## config.mk

```make
export PLATFORM = sky130hd
export DESIGN_NAME = medn_front
export DESIGN_NICKNAME = d
export VERILOG_FILES = /design/src/rtl/core/medn_pkg.sv /design/src/rtl/core/medn_front.sv
export SDC_FILE = /design/constraint.sdc
export NUM_CORES = 1
export LEC_CHECK = 0
export BUFFER_PORTS_ARGS = -buffer_cell sky130_fd_sc_hd__buf_2
export CAP_MARGIN = 40
export CORE_MARGIN = 2
export CORE_UTILIZATION = 50
export CTS_CLUSTER_SIZE = 40
export DETAILED_ROUTE_END_ITERATION = 10
export PLACE_DENSITY = 0.8
export SETUP_SLACK_MARGIN = 0.05
export SYNTH_ARGS = -nofsm -noshare
export SYNTH_HDL_FRONTEND = slang
export SYNTH_SLANG_ARGS = --single-unit
```

## constraint.sdc

```tcl
create_clock -name clk_i -period 5.19 [get_ports clk_i]
set_input_delay 0.519 -clock clk_i [delete_from_list [all_inputs] [get_ports clk_i]]
set_output_delay 0.519 -clock clk_i [all_outputs]
set_load 0.1 [all_outputs]
```

## src/rtl/core/medn_pkg.sv

```systemverilog
`default_nettype none
package medn_pkg;
  localparam int unsigned NodeW = 12;
  localparam int unsigned EdgeW = 14;
  localparam int unsigned GidxW = 31;
  localparam int unsigned ShrW = 16;
  localparam int unsigned MaxNodes = 4096;
  localparam int unsigned MaxEdgesPerNode = 8;
  localparam int unsigned MaxEdges = 16384;
  localparam int unsigned InDataW = 48;
  localparam int unsigned OutDataW = 96;

  typedef struct packed {
    logic [1:0]       slot;
    logic [NodeW-1:0] a;
    logic [NodeW-1:0] b;
    logic             last;
  } side_t;

  typedef enum logic [2:0] {
    S_IDLE, S_CNT, S_RDA, S_SCAN, S_WRA, S_WRB, S_OUT, S_CLR
  } be_state_e;
endpackage
`default_nettype wire

```

## src/rtl/core/medn_front.sv

```systemverilog
`default_nettype none
// splits an element into sides and queues them
module medn_front import medn_pkg::*; (
  input  wire logic              clk_i,
  input  wire logic              rst_ni,
  input  wire logic              in_valid_i,
  output logic                   in_ready_o,
  input  wire logic [NodeW-1:0]  c0_i,
  input  wire logic [NodeW-1:0]  c1_i,
  input  wire logic [NodeW-1:0]  c2_i,
  input  wire logic [NodeW-1:0]  c3_i,
  input  wire logic              tri_i,
  output logic                   side_valid_o,
  input  wire logic              side_ready_i,
  output side_t                  side_o
);
  localparam int unsigned QDepth = 4;
  side_t       q_q [QDepth];
  logic [1:0]  wp_q, rp_q;
  logic [2:0]  cnt_q;
  logic [NodeW-1:0] cr_q [4];
  logic        tri_q, busy_q;
  logic [1:0]  f_q;
  side_t       cur;
  logic        push, pop;

  always_comb begin
    cur.slot = f_q;
    cur.a = cr_q[f_q];
    if (tri_q && f_q == 2'd2) cur.b = cr_q[0];
    else cur.b = cr_q[f_q + 2'd1];
    cur.last = tri_q ? (f_q == 2'd2) : (f_q == 2'd3);
  end

  assign in_ready_o = !busy_q;
  assign push = busy_q && cnt_q != 3'(QDepth);
  assign pop = side_valid_o && side_ready_i;
  assign side_valid_o = cnt_q != 3'd0;
  assign side_o = q_q[rp_q];

  always_ff @(posedge clk_i) begin
    if (in_valid_i && in_ready_o) begin
      cr_q[0] <= c0_i; cr_q[1] <= c1_i; cr_q[2] <= c2_i; cr_q[3] <= c3_i;
      tri_q <= tri_i;
    end
    if (push) q_q[wp_q] <= cur;
  end

  always_ff @(posedge clk_i or negedge rst_ni) begin
    if (!rst_ni) begin
      busy_q <= 1'b0; f_q <= '0; wp_q <= '0; rp_q <= '0; cnt_q <= '0;
    end else begin
      if (in_valid_i && in_ready_o) begin
        busy_q <= 1'b1; f_q <= '0;
      end else if (push) begin
        f_q <= f_q + 2'd1;
        if (cur.last) busy_q <= 1'b0;
      end
      if (push) wp_q <= wp_q + 2'd1;
      if (pop) rp_q <= rp_q + 2'd1;
      cnt_q <= cnt_q + 3'(push) - 3'(pop);
    end
  end
endmodule
`default_nettype wire

```

==> results.sh <==
export IMPL_status="complete, no violations"
export IMPL_hold_path_depth=1
export IMPL_yosysUniqueCellTypes=27
export IMPL_vias=3540
export IMPL_required_ps=4670
export IMPL_cts_sink_count=167
export IMPL_muxShareOfSynthArea_pct=15.4
export IMPL_antenna_found_initial=0
export IMPL_viasPerCell=5.78
export IMPL_relSlewSlack_pct=43.1
export IMPL_ctsResizeCount=0
export IMPL_drtIter0Drc=385
export IMPL_synth_fp_nets=390
export IMPL_drive_gt1_share_pct=36.9
export IMPL_cts_tree="yes"
export IMPL_overflow=0
export IMPL_synthArstFlopShare_pct=5.99
export IMPL_start_kind="flip-flop"
export IMPL_synth_compound_area_share_pct=3.41
export IMPL_hold_class="input port to flip-flop"
export IMPL_synth_adder_area_share_pct=1.78
export IMPL_maxCapViolations=0
export IMPL_cp_arrival_ps=2290
export IMPL_diodes=0
export IMPL_fillers=901
export IMPL_port_buffers=81
export IMPL_synth_ff_latch_count=167
export IMPL_seq_area_sq_um=4970
export IMPL_synth_xor_area_share_pct=0.649
export IMPL_drc=0
export IMPL_wl_per_cell_um=21.7
export IMPL_first_pass_iters=5
export IMPL_drv_slew=0
export IMPL_grt_use_total_pct=19.3
export IMPL_start_util_pct=51.2
export IMPL_die_w_um=120
export IMPL_htree_levels=4
export IMPL_synth_edf_count=157
export IMPL_fin_setup_tns_ps=0
export IMPL_holdBufCountCts=1
export IMPL_crit_fanout=15
export IMPL_finalWirelength_mm=13.3
export IMPL_ant_nets=0
export IMPL_dp_slack_ps=2230
export IMPL_yosys_warnings=0
export IMPL_tightest_slew_ps=845
export IMPL_yosysSeqAreaShare_pct=73.5
export IMPL_cts_post_setup_buffers_inserted=0
export IMPL_rsz0062_at_grt="false"
export IMPL_cts_root_buf="clkbuf_16"
export IMPL_final_area_sq_um=7980
export IMPL_grt_pass1_wl_mm=20.2
export IMPL_yosysTopAreaCell="edfxtp_1"
export IMPL_nets=485
export IMPL_yosys_most_used_dff="edfxtp_1"
export IMPL_r2r_cells=7
export IMPL_place_gp_congestion=0.821
export IMPL_grt_max_degree=48
export IMPL_critPathKind="flip-flop to output pin"
export IMPL_yosys_area_top_type_share_pct=69.8
export IMPL_multi_input_area_sq_um=1620
export IMPL_ys_top_cells_by_count="edfxtp_1, mux4_2, nor2_1"
export IMPL_netlist_instances=328
export IMPL_finalCriticalPeriod_ps=2810
export IMPL_yosysMostFrequentCell="edfxtp_1"
export IMPL_die_y_um=120
export IMPL_dpl_cell_area_sq_um=7350
export IMPL_clk_path_buf_depth=2
export IMPL_hold_viol_final=0
export IMPL_finalCritPeriodShare_pct=54.1
export IMPL_grt_pass1_vias=3513
export IMPL_synth_area_sq_um=6750
export IMPL_fin_skew_ps=6.21
export IMPL_area_delta_synth_final_pct=18.1
export IMPL_avgSynthCellArea_sq_um=20.6
export IMPL_dp_hpwl_mm=7.95
export IMPL_synthTopCellsByArea="edfxtp_1, mux4_2, dfrtp_1, mux2i_1, a221oi_1"
export IMPL_finalSetupViolCount=0
export IMPL_fmax_mhz=356
export IMPL_pin_count=82
export IMPL_clk_latency_ps=420
export IMPL_end_kind="output pin"
export IMPL_fin_ws_ps=2380
export IMPL_clk_transition_reported_paths_ps=60
export IMPL_cts_buffers=17
export IMPL_die_area_sq_um=14400
export IMPL_row_count=42
export IMPL_synth_top_family_by_area="multiplexers"
export IMPL_fp_coreArea_sq_um=13200
export IMPL_synthSimpleGateAreaFrac_pct=2.82
==> cell usage in the layout, fill, tap and decap left out, types with 4 or more instances in the layout <==
cell	count
dfrtp_1	9
nand2b_1	13
buf_2	81
buf_4	8
nand2_1	4
ha_1	8
o31ai_1	12
mux2i_1	14
a221oi_1	12
clkinvlp_4	4
and2_1	5
nor2_1	15
xnor2_1	4
mux4_2	37
clkbuf_16	17
inv_1	9
edfxtp_1	157
==> area by class of cell <==
| type | instances | area share (%) |
|---|---|---|
| Tap cell | 176 | 2.76 |
| Inverter | 10 | 0.471 |
| Clock buffer | 18 | 5.38 |
| Clock inverter | 14 | 1.99 |
| Multi-Input combinational cell | 134 | 20.3 |
| Timing Repair Buffer | 93 | 6.81 |
| Sequential cell | 167 | 62.3 |
==> per-layer routing <==
layer	up-vias	GRT usage [%]	wire length, um
met1	1783	26.3	5460
met5	-	0	0
met4	0	7.50	283
met2	201	30.6	6590
met3	25	4.48	930
li1	1531	-	-
==> worst max-delay path, stage by stage, from the launching register on <==
cell     delay, ps
dfrtp_1        790
buf_4          380
mux4_2         260
buf_2          430
==> worst paths after layout <==
check                             start    endpoint  slack, ps
worst max-delay path            rp_q[1]  side_o[12]       2380
worst min-delay path            c3_i[6]  cr_q[3][6]        270
worst max register to register   f_q[0]   q_q[1][1]       2590
worst min register to register   busy_q      busy_q        560
max in group asynchronous        rst_ni     rp_q[0]       4460
min in group asynchronous        rst_ni    cnt_q[1]        510
==> logic make-up after synthesis <==
family | after synthesis
AOI/OAI and AO/OA | 28
buffers and inverters | 27
muxes | 54
DFF | 167
and+or+nand+nor | 38
xor gates and xnor gates | 5
adders and majority gates | 9
==> registers in the layout (all words and copies together), names as in the netlist <==
| name | count |
|---|---|
| busy_q | 1 |
| cnt_q | 3 |
| cr_q | 48 |
| f_q | 2 |
| q_q | 108 |
| rp_q | 2 |
| tri_q | 1 |
| wp_q | 2 |
==> metrics by stage <==
stage / hold slack, ps / instances / util [%]
after detailed placement: 394 / 578 / 55.7
after global routing: 254 / 612 / 60.5
after floorplan: 223 / 328 / -
final: 273 / 612 / 60.5
after CTS: 255 / 611 / 60.3
after global placement: 392 / 575 / 55.4
Power is not shown: default switching activity piles up to over one toggle a cycle in this logic, so the estimate is an artifact.
